**src/adm_pkg.sv**
```systemverilog
package adm_pkg;

	// Tab count and derived tab selector width
	localparam int NUM_TABS = 4;
	localparam int TAB_W    = (NUM_TABS > 1) ? $clog2(NUM_TABS) : 1;

	// Timing constants in milliseconds
	localparam logic [31:0] DIM_AFTER_MS = 32'd30000;
	localparam logic [31:0] OFF_AFTER_MS = 32'd150000;
	localparam logic [31:0] REDRAW_MS    = 32'd250;

	// Blink phase: now / 500 == (now >> 2) / 125; reciprocal of 125 scaled by 2^37
	localparam int          BLINK_SHIFT = 37;
	localparam logic [30:0] BLINK_RECIP = 31'd1099511628;

	// Register reset values
	localparam logic [14:0] CO_LEVEL_ONE_RST   = 15'd100;
	localparam logic [14:0] CO_LEVEL_TWO_RST   = 15'd300;
	localparam logic [14:0] CO_LEVEL_THREE_RST = 15'd700;
	localparam logic [7:0]  CO_MARGIN_RST      = 8'd5;
	localparam logic [15:0] BAT_LOW_RST        = 16'd6500;
	localparam logic [15:0] BAT_RELEASE_RST    = 16'd6800;
	localparam logic [15:0] BAT_SENSE_MIN_RST  = 16'd4500;
	localparam logic [15:0] LONG_PRESS_RST     = 16'd400;

	typedef enum logic [2:0] {
		REG_CO_LEVEL_ONE   = 3'd0,
		REG_CO_LEVEL_TWO   = 3'd1,
		REG_CO_LEVEL_THREE = 3'd2,
		REG_CO_MARGIN      = 3'd3,
		REG_BAT_LOW        = 3'd4,
		REG_BAT_RELEASE    = 3'd5,
		REG_BAT_SENSE_MIN  = 3'd6,
		REG_LONG_PRESS     = 3'd7
	} reg_index_t;

	typedef enum logic [1:0] {
		CMD_TICK    = 2'd0,
		CMD_PRESS   = 2'd1,
		CMD_RELEASE = 2'd2,
		CMD_SAMPLE  = 2'd3
	} cmd_t;

	typedef enum logic [1:0] {
		PWR_FULL = 2'd0,
		PWR_DIM  = 2'd1,
		PWR_OFF  = 2'd2
	} power_t;

	typedef enum logic [2:0] {
		SCR_NONE     = 3'd0,
		SCR_CO_ALARM = 3'd1,
		SCR_BATTERY  = 3'd2,
		SCR_GRAPH    = 3'd3,
		SCR_VALUE    = 3'd4
	} screen_t;

	typedef struct packed {
		logic [14:0] co_level_one;
		logic [14:0] co_level_two;
		logic [14:0] co_level_three;
		logic [7:0]  co_release_margin;
		logic [15:0] battery_low_mv;
		logic [15:0] battery_release_mv;
		logic [15:0] battery_sense_min_mv;
		logic [15:0] graph_hold_ms;
	} cfg_t;

	typedef struct packed {
		logic [1:0]         cmd;
		logic [31:0]        now_ms;
		logic signed [15:0] co_reading;
		logic               co_present;
		logic [15:0]        battery_mv;
	} in_word_t;

	typedef struct packed {
		logic [1:0] power_mode;
		logic [1:0] alarm_level;
		logic       invert_on;
		logic [2:0] screen;
		logic [1:0] tab_index;
		logic       battery_reminder;
	} out_word_t;

endpackage

```
**src/adm_phase.sv**
```systemverilog
module adm_phase (
	input  logic [31:0] now_ms,
	output logic        phase
);
	import adm_pkg::*;

	logic [60:0] prod;

	// Quotient by 500 through reciprocal multiply; its low bit is the blink phase
	assign prod  = 61'(now_ms[31:2]) * 61'(BLINK_RECIP);
	assign phase = prod[BLINK_SHIFT];

endmodule

```
**src/adm_core.sv**
```systemverilog
module adm_core (
	input  logic              clk,
	input  logic              arst_n,
	input  logic              fire,
	input  adm_pkg::in_word_t item,
	input  logic              phase,
	input  adm_pkg::cfg_t     cfg,
	output adm_pkg::out_word_t result
);
	import adm_pkg::*;

	// State registers
	logic [TAB_W-1:0]   tab_sel_q;
	logic [1:0]         alarm_lvl_q;
	logic               bat_latched_q;
	logic               bat_acked_q;
	power_t             power_q;
	logic [31:0]        last_act_q;
	logic [31:0]        last_redraw_q;
	logic               blink_q;
	logic               held_q;
	logic               rotate_q;
	logic               graph_q;
	logic [31:0]        press_time_q;
	logic signed [15:0] co_value_q;
	logic               co_valid_q;
	logic [15:0]        battery_q;
	logic               redraw_due_q;

	// Next state
	logic [TAB_W-1:0]   tab_sel_d;
	logic [1:0]         alarm_lvl_d;
	logic               bat_latched_d;
	logic               bat_acked_d;
	power_t             power_d;
	logic [31:0]        last_act_d;
	logic [31:0]        last_redraw_d;
	logic               blink_d;
	logic               held_d;
	logic               rotate_d;
	logic               graph_d;
	logic [31:0]        press_time_d;
	logic signed [15:0] co_value_d;
	logic               co_valid_d;
	logic [15:0]        battery_d;
	logic               redraw_due_d;
	screen_t            screen_d;

	logic [14:0]        th [3];
	logic [TAB_W+1:0]   tab_wide;

	assign th[0] = cfg.co_level_one;
	assign th[1] = cfg.co_level_two;
	assign th[2] = cfg.co_level_three;

	// Evaluate one item against the current state
	always_comb begin
		logic signed [16:0] co_ext;
		logic signed [16:0] th_ext;
		logic signed [16:0] rel_ext;
		logic [1:0]         lvl;
		logic               bat_low;
		logic               takeover;
		logic [31:0]        idle;
		logic [15:0]        bat_limit;

		tab_sel_d     = tab_sel_q;
		alarm_lvl_d   = alarm_lvl_q;
		bat_latched_d = bat_latched_q;
		bat_acked_d   = bat_acked_q;
		power_d       = power_q;
		last_act_d    = last_act_q;
		last_redraw_d = last_redraw_q;
		blink_d       = blink_q;
		held_d        = held_q;
		rotate_d      = rotate_q;
		graph_d       = graph_q;
		press_time_d  = press_time_q;
		co_value_d    = co_value_q;
		co_valid_d    = co_valid_q;
		battery_d     = battery_q;
		redraw_due_d  = redraw_due_q;
		screen_d      = SCR_NONE;
		co_ext        = {co_value_q[15], co_value_q};
		th_ext        = '0;
		rel_ext       = '0;
		lvl           = 2'd0;
		bat_low       = 1'b0;
		takeover      = 1'b0;
		idle          = '0;
		bat_limit     = '0;

		case (cmd_t'(item.cmd))
			CMD_TICK: begin
				// Long hold turns on the graph
				if (held_q) begin
					last_act_d = item.now_ms;
					if (rotate_q && !graph_q &&
					    (item.now_ms - press_time_q) >= {16'd0, cfg.graph_hold_ms}) begin
						graph_d      = 1'b1;
						redraw_due_d = 1'b1;
					end
				end

				// Pick the highest CO level whose test passes
				if (co_valid_q) begin
					for (int i = 0; i < 3; i++) begin
						th_ext  = signed'({2'b00, th[i]});
						rel_ext = th_ext - signed'({9'd0, cfg.co_release_margin});
						if (co_ext >= th_ext ||
						    (alarm_lvl_q > 2'(i) && co_ext >= rel_ext)) begin
							lvl = 2'(i + 1);
						end
					end
				end
				if (lvl != 2'd0 && alarm_lvl_q == 2'd0) begin
					power_d = PWR_FULL;
				end
				if (lvl == 2'd0 && alarm_lvl_q != 2'd0) begin
					last_act_d = item.now_ms;
				end
				alarm_lvl_d = lvl;

				// Battery alarm with latch hysteresis
				bat_limit = bat_latched_q ? cfg.battery_release_mv : cfg.battery_low_mv;
				bat_low   = (battery_q >= cfg.battery_sense_min_mv) && (battery_q < bat_limit);
				if (!bat_low) begin
					bat_acked_d = 1'b0;
				end
				if (bat_low && !bat_latched_q && lvl == 2'd0) begin
					power_d = PWR_FULL;
				end
				bat_latched_d = bat_low;
				takeover      = bat_low && !bat_acked_d && lvl == 2'd0;

				// Blink during alarm, otherwise inactivity power-down
				if (lvl != 2'd0) begin
					blink_d = phase;
				end else begin
					blink_d = 1'b0;
					if (takeover) begin
						power_d = PWR_FULL;
					end else begin
						idle = item.now_ms - last_act_d;
						if (idle > OFF_AFTER_MS) begin
							power_d = PWR_OFF;
						end else if (idle > DIM_AFTER_MS) begin
							power_d = PWR_DIM;
						end else begin
							power_d = PWR_FULL;
						end
					end
				end

				// Throttled redraw
				if (!(power_d == PWR_OFF && lvl == 2'd0) &&
				    (redraw_due_d || (item.now_ms - last_redraw_q) >= REDRAW_MS)) begin
					last_redraw_d = item.now_ms;
					redraw_due_d  = 1'b0;
					if (lvl != 2'd0) begin
						screen_d = SCR_CO_ALARM;
					end else if (takeover) begin
						screen_d = SCR_BATTERY;
					end else if (graph_d) begin
						screen_d = SCR_GRAPH;
					end else begin
						screen_d = SCR_VALUE;
					end
				end
			end
			CMD_PRESS: begin
				held_d       = 1'b1;
				press_time_d = item.now_ms;
				rotate_d     = power_q == PWR_FULL && alarm_lvl_q == 2'd0 &&
				               !(bat_latched_q && !bat_acked_q);
				if (alarm_lvl_q == 2'd0 && bat_latched_q && !bat_acked_q) begin
					bat_acked_d = 1'b1;
				end
				last_act_d   = item.now_ms;
				power_d      = PWR_FULL;
				redraw_due_d = 1'b1;
			end
			CMD_RELEASE: begin
				held_d = 1'b0;
				if (graph_q) begin
					graph_d = 1'b0;
				end else if (rotate_q &&
				             (item.now_ms - press_time_q) < {16'd0, cfg.graph_hold_ms}) begin
					if (tab_sel_q == TAB_W'(NUM_TABS - 1)) begin
						tab_sel_d = '0;
					end else begin
						tab_sel_d = tab_sel_q + 1'b1;
					end
				end
				last_act_d   = item.now_ms;
				power_d      = PWR_FULL;
				redraw_due_d = 1'b1;
			end
			CMD_SAMPLE: begin
				co_value_d = item.co_reading;
				co_valid_d = item.co_present;
				battery_d  = item.battery_mv;
			end
			default: begin
				screen_d = SCR_NONE;
			end
		endcase
	end

	// Result word from the updated state
	assign tab_wide                = {2'b00, tab_sel_d};
	assign result.power_mode       = power_d;
	assign result.alarm_level      = alarm_lvl_d;
	assign result.invert_on        = blink_d;
	assign result.screen           = screen_d;
	assign result.tab_index        = tab_wide[1:0];
	assign result.battery_reminder = bat_latched_d && bat_acked_d;

	// Commit state on each processed word
	always_ff @(posedge clk or negedge arst_n) begin
		if (!arst_n) begin
			tab_sel_q     <= TAB_W'(NUM_TABS - 1);
			alarm_lvl_q   <= '0;
			bat_latched_q <= 1'b0;
			bat_acked_q   <= 1'b0;
			power_q       <= PWR_FULL;
			last_act_q    <= '0;
			last_redraw_q <= '0;
			blink_q       <= 1'b0;
			held_q        <= 1'b0;
			rotate_q      <= 1'b0;
			graph_q       <= 1'b0;
			press_time_q  <= '0;
			co_value_q    <= '0;
			co_valid_q    <= 1'b0;
			battery_q     <= '0;
			redraw_due_q  <= 1'b1;
		end else if (fire) begin
			tab_sel_q     <= tab_sel_d;
			alarm_lvl_q   <= alarm_lvl_d;
			bat_latched_q <= bat_latched_d;
			bat_acked_q   <= bat_acked_d;
			power_q       <= power_d;
			last_act_q    <= last_act_d;
			last_redraw_q <= last_redraw_d;
			blink_q       <= blink_d;
			held_q        <= held_d;
			rotate_q      <= rotate_d;
			graph_q       <= graph_d;
			press_time_q  <= press_time_d;
			co_value_q    <= co_value_d;
			co_valid_q    <= co_valid_d;
			battery_q     <= battery_d;
			redraw_due_q  <= redraw_due_d;
		end
	end

endmodule

```
**src/alarm_display_mode_controller.sv**
```systemverilog
// An accepted item word is registered at the input, and its result word in the result register.
// Throughput: one item per cycle while result_stall is low; item_stall rises only
// while a result word waits under result_stall. The blink-phase multiply and the
// state update share the one stage between the input and result registers.
// Reset (arst_n low): settings return to their defaults, state to the power-up
// values (last tab selected, no alarms, panel bright, redraw due), pipeline empty.
module alarm_display_mode_controller (
	input  logic                clk,
	input  logic                arst_n,
	input  logic                item_valid,
	output logic                item_stall,
	input  adm_pkg::in_word_t   item,
	output logic                result_valid,
	input  logic                result_stall,
	output adm_pkg::out_word_t  result,
	input  logic                cfg_valid,
	output logic                cfg_ready,
	input  logic [2:0]          cfg_index,
	input  logic [15:0]         cfg_data
);
	import adm_pkg::*;

	cfg_t      cfg_q;
	logic      valid_s1;
	in_word_t  item_s1;
	logic      phase;
	logic      advance;
	out_word_t core_result;
	out_word_t result_q;
	logic      result_valid_q;

	// Whole pipeline moves when the result register is free or drains
	assign advance      = !result_valid_q || !result_stall;
	assign item_stall   = !advance;
	assign cfg_ready    = 1'b1;
	assign result_valid = result_valid_q;
	assign result       = result_q;

	// Register file writes
	always_ff @(posedge clk or negedge arst_n) begin
		if (!arst_n) begin
			cfg_q.co_level_one         <= CO_LEVEL_ONE_RST;
			cfg_q.co_level_two         <= CO_LEVEL_TWO_RST;
			cfg_q.co_level_three       <= CO_LEVEL_THREE_RST;
			cfg_q.co_release_margin    <= CO_MARGIN_RST;
			cfg_q.battery_low_mv       <= BAT_LOW_RST;
			cfg_q.battery_release_mv   <= BAT_RELEASE_RST;
			cfg_q.battery_sense_min_mv <= BAT_SENSE_MIN_RST;
			cfg_q.graph_hold_ms        <= LONG_PRESS_RST;
		end else if (cfg_valid && cfg_ready) begin
			case (reg_index_t'(cfg_index))
				REG_CO_LEVEL_ONE:   cfg_q.co_level_one         <= cfg_data[14:0];
				REG_CO_LEVEL_TWO:   cfg_q.co_level_two         <= cfg_data[14:0];
				REG_CO_LEVEL_THREE: cfg_q.co_level_three       <= cfg_data[14:0];
				REG_CO_MARGIN:      cfg_q.co_release_margin    <= cfg_data[7:0];
				REG_BAT_LOW:        cfg_q.battery_low_mv       <= cfg_data;
				REG_BAT_RELEASE:    cfg_q.battery_release_mv   <= cfg_data;
				REG_BAT_SENSE_MIN:  cfg_q.battery_sense_min_mv <= cfg_data;
				REG_LONG_PRESS:     cfg_q.graph_hold_ms        <= cfg_data;
				default:            cfg_q                      <= cfg_q;
			endcase
		end
	end

	// Blink phase from the stage-one time stamp
	adm_phase u_phase (
		.now_ms (item_s1.now_ms),
		.phase  (phase)
	);

	// Control side of the pipeline
	always_ff @(posedge clk or negedge arst_n) begin
		if (!arst_n) begin
			valid_s1       <= 1'b0;
			result_valid_q <= 1'b0;
		end else if (advance) begin
			valid_s1       <= item_valid;
			result_valid_q <= valid_s1;
		end
	end

	// Payload side of the pipeline
	always_ff @(posedge clk) begin
		if (advance) begin
			item_s1 <= item;
			if (valid_s1) begin
				result_q <= core_result;
			end
		end
	end

	// State update and result build
	adm_core u_core (
		.clk    (clk),
		.arst_n (arst_n),
		.fire   (valid_s1 && advance),
		.item   (item_s1),
		.phase  (phase),
		.cfg    (cfg_q),
		.result (core_result)
	);

endmodule

```
**config.mk**
```make
export PLATFORM = sky130hd
export DESIGN_NAME = alarm_display_mode_controller
export DESIGN_NICKNAME = d
export VERILOG_FILES = /design/src/adm_pkg.sv /design/src/adm_phase.sv /design/src/adm_core.sv /design/src/alarm_display_mode_controller.sv
export SDC_FILE = /design/constraint.sdc
export NUM_CORES = 2
export LEC_CHECK = 0
export BUFFER_PORTS_ARGS = -buffer_cell sky130_fd_sc_hd__buf_2
export CORE_UTILIZATION = 70
export CTS_BUF_LIST = sky130_fd_sc_hd__clkbuf_2
export CTS_CLUSTER_DIAMETER = 60
export DETAILED_ROUTE_END_ITERATION = 10
export GPL_TIMING_DRIVEN = 0
export PLACE_DENSITY = 0.88
export SETUP_SLACK_MARGIN = 0.4
export SYNTH_ARGS = -nofsm -noshare
export SYNTH_HDL_FRONTEND = slang
export SYNTH_HIERARCHICAL = 1
export SYNTH_SLANG_ARGS = --single-unit
```
**constraint.sdc**
```tcl
create_clock -name clk -period 17.3 [get_ports clk]
set_clock_uncertainty 0.05 [all_clocks]
set_input_delay 3.46 -clock clk [delete_from_list [all_inputs] [get_ports clk]]
set_output_delay 3.46 -clock clk [all_outputs]
set_load 0.005 [all_outputs]
```
==> impl_metrics.py <==
metrics = {
    "logic_synthesis": {
        "synth_enable_flop_cells": 78,
        "ys_ff_latch": 339,
        "syn_area_sq_um": 32700,
        "ys.flop_type": "dfrtp_1",
        "synthesis.nets": 3928,
        "ys.warnings.count": 6,
        "ys_seq_area_share_pct": 27.3,
        "async_flop_share_pct": 77.0,
        "synth_cell_type_count": 101,
        "syn-instance-count": 3135,
        "synth_area_per_cell_sq_um": 10.4,
    },
    "route": {
        "wirelength_mm": 87.1,
        "met2RoutedLength_mm": 41.7,
        "drt-met1-wl_mm": 34.1,
        "met3_length_mm": 6.31,
        "dr.pass1.iters": 6,
        "vias": 25253,
        "via_per_inst": 6.30,
        "wl_per_cell_um": 21.7,
        "top_layer": "met5",
        "drt_iter0_markers": 1939,
        "drc": 0,
        "drtAntennaViolNets": 0,
    },
    "finish": {
        "drive_above_1_share_pct": 17.5,
        "fin_nets": 4122,
        "synthToLayoutAreaGrowth_pct": 6.83,
        "fillers": 3010,
    },
    "grt": {
        "grt_pass1_wl_mm": 139,
        "antenna_found_initial": 3,
        "grt-ovfl-total": 0,
        "track_usage_pct": 37.6,
        "grt_pass1_vias": 27133,
        "grt_max_degree": 120,
    },
    "setup_path": {
        "r2r_start": "cfg_q[65]",
        "cp.required_ps": 18270,
        "endpoint_kind": "flop",
        "reg2reg_depth": 39,
        "reg2reg_slack_ps": 5170,
        "critical_path_class": "reg -> reg",
        "max_stage_delay_ps": 640,
        "path_max_fanout": 10,
        "cp.arrival_ps": 13100,
        "cpMostUsedCell": "o21ai_0",
        "crit_path_start_kind": "flop",
        "cp_slowest_cell": "buf_1",
        "r2r-end": "u_core/last_redraw_q[2]",
    },
    "die": {
        "die_h_um": 218,
        "coreArea_sq_um": 45800,
        "start_util_pct": 71.5,
        "io_pins": 105,
        "rows": 78,
        "die-area_sq_um": 47600,
        "die_width_um": 218,
    },
    "timing": {
        "rsz0062_at_grt": "no",
        "worstMarginPinSlew_ps": 1280,
        "setup_tns_ps": 0,
        "hold_viol": 0,
        "setup_viol": 0,
        "slew_headroom_pct": 14.9,
        "fmax_ghz": 0.0824,
        "slew_viol_final": 0,
        "min_period_over_period_pct": 70.1,
        "min_period_ps": 12130,
    },
    "clock_network": {
        "cts.sinks": 339,
        "ctsResizeCount": 0,
        "post_cts_buffers": 0,
        "cts_tree": "yes",
        "clockBufferDepth": 3,
        "root_buffer": "clkbuf_2",
        "cts_buffers": 90,
        "clk_latency_ps": 1210,
        "cts.reportedPaths.clkPinSlew_ps": 110,
        "ctsHoldBuffers": 0,
        "h-tree-depth": 3,
    },
    "placed_design": {
        "dp_hpwl_mm": 66.5,
        "port_buffers": 99,
        "place_congestion": 0.969,
    },
    "min_path": {
        "min_from": "item_s1[4]",
        "holdPathEnd": "u_core/battery_q[4]",
        "hold_path_class": "reg -> reg",
        "whs_path_depth": 1,
    },
    "status": {
        "status": "finished clean",
    },
    "run": {
        "maxCapViolCount": 0,
    },
}
-- worst max-delay path: cells and delay by family, from the launching register on --
| family | cells | cell delay, ps |
|---|---|---|
| buf+inv | 6 | 2310 |
| mux | 2 | 580 |
| simple gates | 7 | 1800 |
| compound gates | 20 | 5480 |
| xor+xnor | 1 | 110 |
| flops | 1 | 390 |
| fa+ha+maj | 3 | 1220 |
-- logic make-up (layout without fill, tap and decap cells) --
family	count (synthesis)	in the layout	share of synthesized area, %
AOI/OAI and AO/OA	554	554	11.3
xor gates and xnor gates	116	116	3.11
adders and majority gates	706	706	31.9
buffers and inverters	581	852	7.04
DFF	339	339	27.3
muxes	297	297	10.6
other	1	6	0.0115
and+or+nand+nor	541	541	8.79
-- per-layer routing --
| metal | vias to the layer above | track usage (%) |
|---|---|---|
| met1 | 12391 | 45.8 |
| met5 | - | 0 |
| met2 | 1155 | 62.9 |
| li1 | 11385 | - |
| met4 | 2 | 21.8 |
| met3 | 320 | 6.71 |
-- flip-flops by register name, summed over array words and instances, names as in the netlist, 11 cells and up --
| signal | count |
|---|---|
| u_core/press_time_q | 32 |
| u_core/last_act_q | 32 |
| u_core/co_value_q | 16 |
| u_core/last_redraw_q | 32 |
| u_core/battery_q | 16 |
| item_s1 | 67 |
| cfg_q | 117 |
| result | 11 |
-- worst max-delay path by stage --
stage              start  slack (ps)  depth (start not counted)                        to
6_report       cfg_q[65]        5170                         39   u_core/last_redraw_q[2]
5_1_grt        cfg_q[64]        4460                         41  u_core/last_redraw_q[15]
4_1_cts        cfg_q[64]        5320                         40  u_core/last_redraw_q[15]
3_5_place_dp   cfg_q[65]        5450                         36  u_core/last_redraw_q[15]
3_3_place_gp   cfg_q[64]        5700                         42  u_core/last_redraw_q[17]
2_1_floorplan  cfg_q[65]        7640                         38  u_core/last_redraw_q[10]
-- through the flow --
step | hold WS, ps | cells | util [%] | instance area [sq um] | setup WS [ps]
detailed placement | 413 | 3837 | 74.4 | 34100 | 5450
finish | 419 | 4011 | 76.4 | 34900 | 5170
global placement | 407 | 3834 | 74.2 | 34000 | 5700
global route | 423 | 4011 | 76.4 | 34900 | 4460
CTS | 420 | 4006 | 76.3 | 34900 | 5320
floorplan | 395 | 3135 | - | 32700 | 7640
-- synth_stat cells (32+ instances only) --
cell      instances  area (sq um)
a21o_1           69           518
a21oi_1         155           776
clkbuf_1         32           120
dfrtp_1         224          5610
dfstp_2          37           972
edfxtp_1         78          2340
fa_1            216          4320
ha_1            486          6080
inv_1           520          1950
mux2_2          206          2320
mux2_4           45           676
mux2i_1          46           460
nand2_1         116           435
nand2b_1         43           269
nand3_1          43           215
nand4_1          43           269
nor2_1          115           432
nor3_1           42           210
o21ai_0          98           490
xnor2_1          84           736
xor2_1           32           280
-- layout make-up --
type / instances / area, sq um / share of cell area [%]
sequential: 339 / 8920 / 25.5
antenna: 5 / 12.5 / 0.0358
clock buffer: 127 / 636 / 1.82
timing repair buffer: 102 / 588 / 1.68
inverter: 520 / 1950 / 5.58
tap: 600 / 751 / 2.15
clock inverter: 42 / 238 / 0.680
buffer: 61 / 353 / 1.01
multi-input combinational: 2215 / 21500 / 61.5
-- cell usage in the layout, fill, tap and decap left out, drive strengths merged, types with 36 or more instances in the layout --
master / netlist / layout
a21o: 69 / 69
a21oi: 155 / 155
buf: 29 / 131
clkbuf: 32 / 159
clkinv: 0 / 36
dfrtp: 224 / 224
dfstp: 37 / 37
edfxtp: 78 / 78
fa: 216 / 216
ha: 486 / 486
inv: 520 / 525
mux2: 251 / 251
mux2i: 46 / 46
nand2: 116 / 116
nand2b: 43 / 43
nand3: 43 / 43
nand4: 44 / 44
nor2: 115 / 115
nor3: 43 / 43
o21ai: 102 / 102
xnor2: 84 / 84
Power is left out: the tool's default activity adds up to more than one toggle a clock period on the data nets, which glitch-free logic cannot reach.
